[src/hdl/lpa_pkg.sv]
// ----------------------------------------------------------------------------
// loop period averager package
// widths, constants and shared types of the loop period averager
// ----------------------------------------------------------------------------
package lpa_pkg;

	localparam int SAMPLE_COUNT  = 16;
	localparam int US_PER_SECOND = 1000000;

	localparam int TS_W       = 64;
	localparam int DELTA_W    = 32;
	localparam int RATE_W     = 20;
	localparam int DIVR_W     = 32;
	// sample count is a power of two, the mean is the total shifted down
	localparam int MEAN_SHIFT = $clog2(SAMPLE_COUNT);
	localparam int TOTAL_W    = DELTA_W + MEAN_SHIFT;
	localparam int IDX_W      = (SAMPLE_COUNT > 1) ? $clog2(SAMPLE_COUNT) : 1;
	localparam int CNT_W      = $clog2(RATE_W);

	localparam int FIFO_DEPTH = 4;
	localparam int PTR_W      = $clog2(FIFO_DEPTH);

	typedef logic [TOTAL_W-1:0] total_t;

	typedef struct packed {
		logic full;
		logic empty;
	} lpa_qstat_t;

endpackage

[src/hdl/lpa_front.sv]
// ----------------------------------------------------------------------------
// loop period averager front end
// accepts timestamps, forms saturated deltas and keeps the delta ring and
// its running total; each new total goes to the queue
// ----------------------------------------------------------------------------
module lpa_front
	import lpa_pkg::*;
(
	input  logic              clk,
	input  logic              arst_n,
	input  logic              push,
	input  logic [TS_W-1:0]   timestamp_us,
	output logic              full,
	input  lpa_qstat_t        qstat,
	output logic              q_push,
	output total_t            q_total
);

	logic [TS_W-1:0]    prev_q;
	logic               seen_q;
	logic               v_s1;
	logic [DELTA_W-1:0] delta_s1;
	logic [DELTA_W-1:0] ring_q [SAMPLE_COUNT];
	logic [IDX_W-1:0]   idx_q;
	logic               filled_q;
	total_t             total_q;

	logic [TS_W-1:0]    diff;
	logic [DELTA_W-1:0] sat;
	logic [DELTA_W-1:0] old;
	total_t             total_next;
	logic               accept;
	logic               commit;

	assign commit = v_s1 & ~qstat.full;
	assign full   = v_s1 & qstat.full;
	assign accept = push & ~full;

	assign diff = timestamp_us - prev_q;
	assign sat  = (|diff[TS_W-1:DELTA_W]) ? '1 : diff[DELTA_W-1:0];

	// entries not yet written since reset read as zero
	assign old        = filled_q ? ring_q[idx_q] : '0;
	assign total_next = total_q - TOTAL_W'(old) + TOTAL_W'(delta_s1);

	assign q_push  = commit;
	assign q_total = total_next;

	always_ff @(posedge clk or negedge arst_n) begin
		if (!arst_n) begin
			prev_q   <= '0;
			seen_q   <= 1'b0;
			v_s1     <= 1'b0;
			idx_q    <= '0;
			filled_q <= 1'b0;
			total_q  <= '0;
		end else begin
			if (accept) begin
				prev_q <= timestamp_us;
				seen_q <= 1'b1;
				v_s1   <= 1'b1;
			end else if (commit) begin
				v_s1 <= 1'b0;
			end
			if (commit) begin
				total_q <= total_next;
				if (idx_q == IDX_W'(SAMPLE_COUNT - 1)) begin
					idx_q    <= '0;
					filled_q <= 1'b1;
				end else begin
					idx_q <= idx_q + 1'b1;
				end
			end
		end
	end

	always_ff @(posedge clk) begin
		if (accept) begin
			delta_s1 <= seen_q ? sat : '0;
		end
		if (commit) begin
			ring_q[idx_q] <= delta_s1;
		end
	end

endmodule

[src/hdl/lpa_fifo.sv]
// ----------------------------------------------------------------------------
// loop period averager queue
// short queue of ring totals between the front end and the divider
// ----------------------------------------------------------------------------
module lpa_fifo
	import lpa_pkg::*;
(
	input  logic       clk,
	input  logic       arst_n,
	input  logic       wr,
	input  total_t     wr_data,
	input  logic       rd,
	output total_t     rd_data,
	output lpa_qstat_t stat
);

	total_t           mem_q [FIFO_DEPTH];
	logic [PTR_W-1:0] wr_ptr_q;
	logic [PTR_W-1:0] rd_ptr_q;
	logic [PTR_W:0]   count_q;
	logic             wr_ok;
	logic             rd_ok;

	assign stat.full  = (count_q == (PTR_W + 1)'(FIFO_DEPTH));
	assign stat.empty = (count_q == '0);
	assign wr_ok      = wr & ~stat.full;
	assign rd_ok      = rd & ~stat.empty;
	assign rd_data    = mem_q[rd_ptr_q];

	always_ff @(posedge clk or negedge arst_n) begin
		if (!arst_n) begin
			wr_ptr_q <= '0;
			rd_ptr_q <= '0;
			count_q  <= '0;
		end else begin
			if (wr_ok) begin
				wr_ptr_q <= wr_ptr_q + 1'b1;
			end
			if (rd_ok) begin
				rd_ptr_q <= rd_ptr_q + 1'b1;
			end
			case ({wr_ok, rd_ok})
				2'b10:   count_q <= count_q + 1'b1;
				2'b01:   count_q <= count_q - 1'b1;
				default: count_q <= count_q;
			endcase
		end
	end

	always_ff @(posedge clk) begin
		if (wr_ok) begin
			mem_q[wr_ptr_q] <= wr_data;
		end
	end

endmodule

[src/hdl/lpa_back.sv]
// ----------------------------------------------------------------------------
// loop period averager back end
// the mean is the ring total shifted down by the sample count bits, then a
// serial restoring divider gives 1000000 / mean as the rate; results wait
// in an output register
// ----------------------------------------------------------------------------
module lpa_back
	import lpa_pkg::*;
(
	input  logic               clk,
	input  logic               arst_n,
	input  lpa_qstat_t         qstat,
	input  total_t             q_data,
	output logic               q_pop,
	input  logic               pop,
	output logic               empty,
	output logic [DELTA_W-1:0] average_period_us,
	output logic [RATE_W-1:0]  loop_rate_hz,
	output logic               zero_period
);

	typedef enum logic [2:0] {
		ST_IDLE = 3'b001,
		ST_RATE = 3'b010,
		ST_DONE = 3'b100
	} back_state_t;

	back_state_t        state_q;
	logic [CNT_W-1:0]   cnt_q;
	logic [RATE_W-1:0]  dvd_q;
	logic [DIVR_W-1:0]  rem_q;
	logic [DIVR_W-1:0]  divr_q;
	logic [DELTA_W-1:0] mean_q;
	logic               out_v_q;

	logic [DELTA_W-1:0] mean;
	logic [DIVR_W:0]    rem_sh;
	logic [DIVR_W:0]    rem_sub;
	logic               ge;
	logic [DIVR_W-1:0]  rem_step;
	logic [RATE_W-1:0]  dvd_step;
	logic               out_free;

	assign mean     = DELTA_W'(q_data >> MEAN_SHIFT);

	assign rem_sh   = {rem_q, dvd_q[RATE_W-1]};
	assign rem_sub  = rem_sh - {1'b0, divr_q};
	assign ge       = (rem_sh >= {1'b0, divr_q});
	assign rem_step = ge ? rem_sub[DIVR_W-1:0] : rem_sh[DIVR_W-1:0];
	assign dvd_step = {dvd_q[RATE_W-2:0], ge};

	assign empty    = ~out_v_q;
	assign out_free = ~out_v_q | pop;
	assign q_pop    = (state_q == ST_IDLE) & ~qstat.empty;

	always_ff @(posedge clk or negedge arst_n) begin
		if (!arst_n) begin
			state_q <= ST_IDLE;
			cnt_q   <= '0;
			out_v_q <= 1'b0;
		end else begin
			case (state_q)
				ST_IDLE: begin
					if (!qstat.empty) begin
						state_q <= ST_RATE;
						cnt_q   <= CNT_W'(RATE_W - 1);
					end
				end
				ST_RATE: begin
					if (cnt_q == '0) begin
						state_q <= ST_DONE;
					end else begin
						cnt_q <= cnt_q - 1'b1;
					end
				end
				ST_DONE: begin
					if (out_free) begin
						state_q <= ST_IDLE;
					end
				end
				default: begin
					state_q <= ST_IDLE;
				end
			endcase
			if ((state_q == ST_DONE) && out_free) begin
				out_v_q <= 1'b1;
			end else if (pop) begin
				out_v_q <= 1'b0;
			end
		end
	end

	always_ff @(posedge clk) begin
		case (state_q)
			ST_IDLE: begin
				mean_q <= mean;
				divr_q <= DIVR_W'(mean);
				dvd_q  <= RATE_W'(US_PER_SECOND);
				rem_q  <= '0;
			end
			ST_RATE: begin
				dvd_q <= dvd_step;
				rem_q <= rem_step;
			end
			ST_DONE: begin
				if (out_free) begin
					average_period_us <= mean_q;
					zero_period       <= (mean_q == '0);
					loop_rate_hz      <= (mean_q == '0) ? '0 : dvd_q;
				end
			end
			default: begin
			end
		endcase
	end

endmodule

[src/hdl/loop_period_averager.sv]
// ----------------------------------------------------------------------------
// loop period averager
// moving average of the last SAMPLE_COUNT loop periods (timestamp deltas) and
// the matching loop rate in loops per second
// ----------------------------------------------------------------------------
// the back end works on one total at a time: it takes the total off the queue,
// runs 20 restoring steps for the rate and hands the result to the output
// register once that is free, and only then takes the next total off the queue
// the mean is a shift of the ring total and costs no divider steps
// the front end takes a new timestamp every cycle until the 4-deep queue fills
// reset: asynchronous, clears the ring (reads as zero until written) and queues
module loop_period_averager
	import lpa_pkg::*;
(
	input  logic               clk,
	input  logic               arst_n,
	input  logic               push,
	output logic               full,
	input  logic [TS_W-1:0]    timestamp_us,
	output logic               empty,
	input  logic               pop,
	output logic [DELTA_W-1:0] average_period_us,
	output logic [RATE_W-1:0]  loop_rate_hz,
	output logic               zero_period
);

	lpa_qstat_t qstat;
	logic       q_push;
	logic       q_pop;
	total_t     q_total;
	total_t     q_data;

	lpa_front u_front (
		.clk          (clk),
		.arst_n       (arst_n),
		.push         (push),
		.timestamp_us (timestamp_us),
		.full         (full),
		.qstat        (qstat),
		.q_push       (q_push),
		.q_total      (q_total)
	);

	lpa_fifo u_fifo (
		.clk     (clk),
		.arst_n  (arst_n),
		.wr      (q_push),
		.wr_data (q_total),
		.rd      (q_pop),
		.rd_data (q_data),
		.stat    (qstat)
	);

	lpa_back u_back (
		.clk               (clk),
		.arst_n            (arst_n),
		.qstat             (qstat),
		.q_data            (q_data),
		.q_pop             (q_pop),
		.pop               (pop),
		.empty             (empty),
		.average_period_us (average_period_us),
		.loop_rate_hz      (loop_rate_hz),
		.zero_period       (zero_period)
	);

endmodule

[config.mk]
export PLATFORM = sky130hd
export DESIGN_NAME = loop_period_averager
export DESIGN_NICKNAME = d
export VERILOG_FILES = /design/src/hdl/lpa_pkg.sv /design/src/hdl/lpa_front.sv /design/src/hdl/lpa_fifo.sv /design/src/hdl/lpa_back.sv /design/src/hdl/loop_period_averager.sv
export SDC_FILE = /design/constraint.sdc
export NUM_CORES = 1
export LEC_CHECK = 0
export BUFFER_PORTS_ARGS = -buffer_cell sky130_fd_sc_hd__buf_4
export CORE_MARGIN = 2
export CORE_UTILIZATION = 50
export DETAILED_ROUTE_END_ITERATION = 7
export GPL_TIMING_DRIVEN = 0
export PLACE_DENSITY = 0.66
export SYNTH_ARGS = -nofsm -noshare
export SYNTH_HDL_FRONTEND = slang
export SYNTH_SLANG_ARGS = --single-unit
[constraint.sdc]
create_clock -name clk -period 7.6 [get_ports clk]
set_clock_uncertainty 0.1 [all_clocks]
set_input_delay 0.76 -clock clk [delete_from_list [all_inputs] [get_ports clk]]
set_output_delay 0.76 -clock clk [all_outputs]
set_load 0.1 [all_outputs]
* Yosys cells after proc, flatten, opt, wreduce, memory -nomap -nowiden
Memories as Yosys holds them, arrays and structs flattened. A register that Yosys moved wholly into a read port is not among the register bits.
Cells that the tools add are included.
** Word-level totals
- Register bits after elaboration :: 260
- RAM bits :: 656
- Input bits :: 68
- Output and inout bits :: 55
- Logic and storage cells :: 88
- Memories :: 2
** Cells by class
- Add/sub/neg operators :: 10
- Order comparisons :: 1
- Eq/ne operators :: 11
- Muxes and demuxes :: 22
- Bitwise logic cells :: 11
- Reduce and logical (&&, ||, !) cells :: 13
** Memories
- u_front.ring_q :: words 16, width 32, read ports 1, clocked after memory_dff 0, wr ports 1, line lpa_front.sv:23 : logic [DELTA_W-1:0] ring_q [SAMPLE_COUNT];
- u_fifo.mem_q :: words 4, width 36, read ports 1, clocked after memory_dff 1, wr ports 1, line lpa_fifo.sv:17 : total_t mem_q [FIFO_DEPTH];
** Operators by type and width (count)
- $mux 32 :: 3
- $pmux 32 s2 :: 1
- $sub 64x64->64 :: 1
- $pmux 20 s2 :: 1
- $add 36x32->36 :: 1
- $sub 36x32->36 :: 1
- $ge 33x32->1 :: 1
- $logic_not 32->1 :: 1
- $reduce_or 32->1 :: 1
- $sub 32x32->32 :: 1
- $mux 5 :: 2
- $pmux 5 s2 :: 1
- $mux 3 :: 3
- $pmux 3 s3 :: 1
- $mux 1 :: 8
- $reduce_bool 2->1 :: 4
- $and 1x1->1 :: 6
- $eq 3x3->1 const B :: 2
- $pmux 3 s2 :: 1
- $reduce_and 3->1 :: 2
- $logic_not 5->1 :: 1
- $sub 5x1->5 const B :: 1
- $add 2x1->2 const B :: 2
- $add 4x1->4 const B :: 1
- other kinds (15) :: 21

* Longest topological paths before layout
- Depth in word-level cells :: 6
- Mapped depth :: 22
- Mapped depth without buffers :: 19

* Hierarchy
Synthesis repeated with hierarchy kept, for this count alone.
** Second synthesis, totals
- Cells, all modules :: 3171
- Area total of the unflattened synthesis :: 45284.7 um2
** By module, submodules not included
- lpa_front :: times used 1, cells an instance 2355, area each 32361.0 um2, seq. area each 19013.2 um2
- lpa_back :: times used 1, cells an instance 591, area each 7288.2 um2, seq. area each 4340.4 um2
- lpa_fifo :: times used 1, cells an instance 225, area each 5635.4 um2, seq. area each 4499.3 um2

* Worst setup path after synthesis
No wires, ideal clock.
- Path type :: reg-to-reg
- Start point :: reg u_front.idx_q[0]
- End point :: mem u_fifo.mem_q[0][35] in the netlist's numbering, data pin
- Setup time :: 0.272 ns
- Data arrival time :: 5.405 ns
- Required time :: 7.228 ns
- Setup slack :: 1.824 ns
- Stages on the path, launching flop included :: 21
- Path buffers :: 3
- Clock period less this slack :: 5.776 ns
- Path through :: dfrtp_1 clkbuf_1 clkbuf_1 buf_1 mux4_2 mux4_2 and2_1 fa_1 inv_1 ha_1 a21o_1 a21oi_1 o21a_1 o21ai_0 o31a_1 a221oi_1 a21oi_1 nand4_1 nand3_1 and2_1 xnor2_1
** Between the ends
- Cells in the longest elaborated chain, start to end :: 4
** Ends and longest elaborated chain
- from (decl) :: line lpa_front.sv:24 : logic [IDX_W-1:0] idx_q;
- from (signal assigned) :: line lpa_front.sv:71 : idx_q <= idx_q + 1'b1;
- $mem_v2 16x32
- $mux 32 :: line lpa_front.sv:43 : assign old = filled_q ? ring_q[idx_q] : '0;
- $sub 36x32->36 :: line lpa_front.sv:44 : assign total_next = total_q - TOTAL_W'(old) + TOTAL_W'(delta_s1);
- $add 36x32->36 :: line lpa_front.sv:44
- net q_total[35] :: line loop_period_averager.sv:30 : total_t q_total;
- to (decl) :: line lpa_fifo.sv:17
The timed path passes the listed nets, and every way through them passes these cells.

* Final worst setup path
- Start point :: reg u_front.idx_q[1]
- End point :: mem u_fifo.mem_q[0][35] in the netlist's numbering, data pin
The elaborated chain is that of the path after synthesis.

==> results.py <==
metrics = {
    "run_status": {
        "outcome": "finished clean",
    },
    "timing": {
        "maxSlewHeadroom_pct": 18.10,
        "tightest_slew_ns": 1.227,
        "post-route-period-util_pct": 94.32,
        "setup_violations": 0,
        "final.min_clock_period_ns": 7.169,
        "max_freq_mhz": 139.5,
        "maxSlewViolCount": 0,
        "hold_viol": 0,
        "rsz0062_at_grt": "false",
    },
    "detailed_routing": {
        "vias": 26710,
        "ant_nets": 0,
        "drc_errors": 0,
        "viasPerCell": 5.804,
        "drt_wl_total_mm": 106.9,
        "wl_per_cell_um": 23.22,
        "first_iter_violations": 2384,
        "first_pass_iters": 6,
    },
    "worst_setup_path": {
        "crit_path_start_kind": "register",
        "max_stage_delay_ns": 0.74,
        "worst_ep_arrival_time_ns": 7.50,
        "critPathBufInv": 3,
        "worstPathCellList": "clkbuf_1, clkbuf_1, mux4_2, mux4_2, and2_1, fa_1, inv_1, ha_1, a21o_1, a21oi_1, o21a_1, o21ai_0, o31a_1, a221oi_1, a21oi_1, nand4_1, nand3_1, and2_1, xnor2_1",
        "criticalPathCategory": "register to register",
        "cpMaxStageDelayCell": "clkbuf_1",
        "path_delay_family": "compound AO/OA/AOI/OAI gates",
        "worst_ep_required_time_ns": 7.93,
        "end_kind": "register",
        "path_max_fanout": 10,
    },
    "clock_network": {
        "clk_latency_ns": 0.68,
        "cts-buffers-inserted": 95,
        "cts_tree": "built",
        "clock_sinks": 932,
        "clkTransAtPathRegs_ns": 0.06,
        "post_cts_buffers": 0,
        "clock_tree.root_cell": "clkbuf_16",
        "htree_levels": 3,
        "clockBufferDepth": 3,
    },
    "yosys": {
        "synthCells": 3108,
        "yosysWarnings": 0,
        "ys_seq_area_share_pct": 61.82,
        "synth_flop_cell": "edfxtp_1",
        "ys_ff_latch": 932,
        "synth-async-reset-ratio_pct": 13.20,
        "ys_types": 94,
        "avgSynthCellArea_sq_um": 14.25,
        "syn_area_sq_mm": 0.04428,
        "syn_nets": 3353,
        "synth_edf_count": 809,
    },
    "final_layout": {
        "nets": 3605,
        "antenna_cells": 0,
        "area_growth_pct": 14.24,
        "final_cells": 4603,
        "drive_above_1_share_pct": 18.56,
    },
    "floorplan": {
        "row_count": 109,
        "core_sq_mm": 0.08810,
        "die_y_um": 301.6,
        "design.die.area_sq_mm": 0.09095,
        "ioPinCount": 123,
        "die_w_um": 301.6,
        "initial_utilization_pct": 50.26,
    },
    "power": {
        "p_clk_share_pct": 20.6,
        "p_comb_share_pct": 44.7,
        "power.internal_mw": 14.20,
        "p_total_mw": 22.83,
        "powerDensity_mw_per_mm2": 451.3,
        "sw_frac_of_total_pct": 37.81,
        "p_switching_mw": 8.632,
        "pwr-share-seq_pct": 34.7,
        "ir_drop_v": 0.0002987,
        "cellLeakagePower_nw": 17.32,
    },
    "placed_design": {
        "gp_routability_congestion": 0.9284,
        "hpwl_mm": 77.32,
        "placed_cells": 4427,
        "io_buffers": 122,
    },
    "global_route": {
        "grt_overflow": 0,
        "grt_pass1_vias": 27220,
        "antenna_found_initial": 1,
        "gr-usage-all-layers_pct": 23.81,
        "grt_pass1_wl_mm": 163.5,
        "grt_max_degree": 66,
    },
    "flow_run": {
        "maxCapViolCount": 0,
    },
    "worst_hold_path": {
        "hold_class": "input port to register",
    },
}
layout by cell type (no fill, tap or decap), drive strengths merged, types with 142 or more instances in the layout:
cell	n
buf	193
nor2	153
ha	142
nand2	244
edfxtp	809
mux4	192
a21oi	146
clkbuf	219
inv	264
o21ai	195
state kept, by name (all words and copies together), names as in the netlist, 2 cells and up:
register / flops
u_back.average_period_us: 32
u_back.cnt_q: 5
u_back.divr_q: 32
u_back.dvd_q: 20
u_back.loop_rate_hz: 20
u_back.rem_q: 32
u_back.state_q: 3
u_fifo.count_q: 3
u_fifo.mem_q: 128
u_fifo.rd_ptr_q: 2
u_fifo.wr_ptr_q: 2
u_front.delta_s1: 32
u_front.idx_q: 4
u_front.prev_q: 64
u_front.ring_q: 512
u_front.total_q: 36
per-layer routing:
| metal | GRT usage, % | routed length [um] | vias to the layer above |
|---|---|---|---|
| met1 | 31.57 | 43670 | 13420 |
| met2 | 40.71 | 53870 | 891 |
| met3 | 3.552 | 6506 | 171 |
| met4 | 7.308 | 2828 | 0 |
| li1 | - | - | 12230 |
| met5 | 0 | 0 | - |
power by group through the flow:
stage	sequential, mW	combinational, mW	clock, mW
floorplan	7.86	7.41	0
global placement	8.03	9.70	0
detailed placement	8.02	10.2	0
CTS	7.93	10.2	4.79
global route	8.01	11.3	4.99
finish	7.92	10.2	4.70
cell type report:
class	count	area [sq um]
fillers	6924	37520
plain buffers	128	658.1
multi-input cells	1788	15420
flip-flops and latches	932	27370
well taps	1165	1458
clock inverters	44	493.0
clock buffers	131	2685
repair buffers	155	1520
inverters	260	975.9
worst paths after layout:
kind / slack (ns) / end / cells after the start / from
max: 0.43 / u_fifo.mem_q[0][35] / 19 / u_front.idx_q[1]
max reg2reg: 0.43 / u_fifo.mem_q[0][35] / 19 / u_front.idx_q[1]
min: 0.20 / u_back.out_v_q / 2 / pop
min in group asynchronous: 0.54 / u_back.state_q[2] / 2 / arst_n
min reg2reg: 0.40 / u_back.average_period_us[9] / 0 / u_back.divr_q[9]
max in group asynchronous: 6.02 / u_front.prev_q[2] / 3 / arst_n
cells in the mapped netlist, types with 44 or more instances:
master    instances  area share (%)
inv_1           259             2.2
xor2_1           44            0.87
dfrtp_1         122             6.9
a21oi_1         136             1.5
edfxtp_1        809              55
mux4_2          192             9.8
nand2_1         244             2.1
nor2_1          152             1.3
clkbuf_1         78            0.66
o21ai_0         171             1.9
nor4_1           46            0.65
ha_1            142             4.0
xnor2_1          63             1.2
stage by stage:
stage / TNS, ns / setup WS (ns) / hold WS (ns) / cell area [sq um] / util, %
final: 0 / 0.4313 / 0.1951 / 50580 / 57.41
after global routing: 0 / 0.008187 / 0.1854 / 50580 / 57.41
after CTS: 0 / 0.002002 / 0.1626 / 50580 / 57.41
after detailed placement: 0 / 0.01320 / 0.3842 / 47370 / 53.77
after global placement: -4.600 / -0.09179 / 0.3688 / 46650 / 52.95
after floorplan: 0 / 1.824 / 0.3498 / 44280 / -
what timing repair did:
item,4_1_cts,5_1_grt
hold buffers,1,0
resized for setup,5,20
endpoints found under the setup margin,4,23
pin swaps,0,0
hold endpoints to repair,14,0
logic make-up (layout without fill, tap and decap cells):
kind of cell	Yosys count	count (layout)	synth area share, %
AO/OA/AOI/OAI	583	583	8.644
XOR/XNOR	107	107	2.117
adder cells (fa/ha/maj)	177	177	5.595
buffers and inverters	388	718	3.637
flip-flops	932	932	61.82
multiplexers	228	228	10.60
AND/OR/NAND/NOR	693	693	7.590
(Power assumes the default switching activity.)
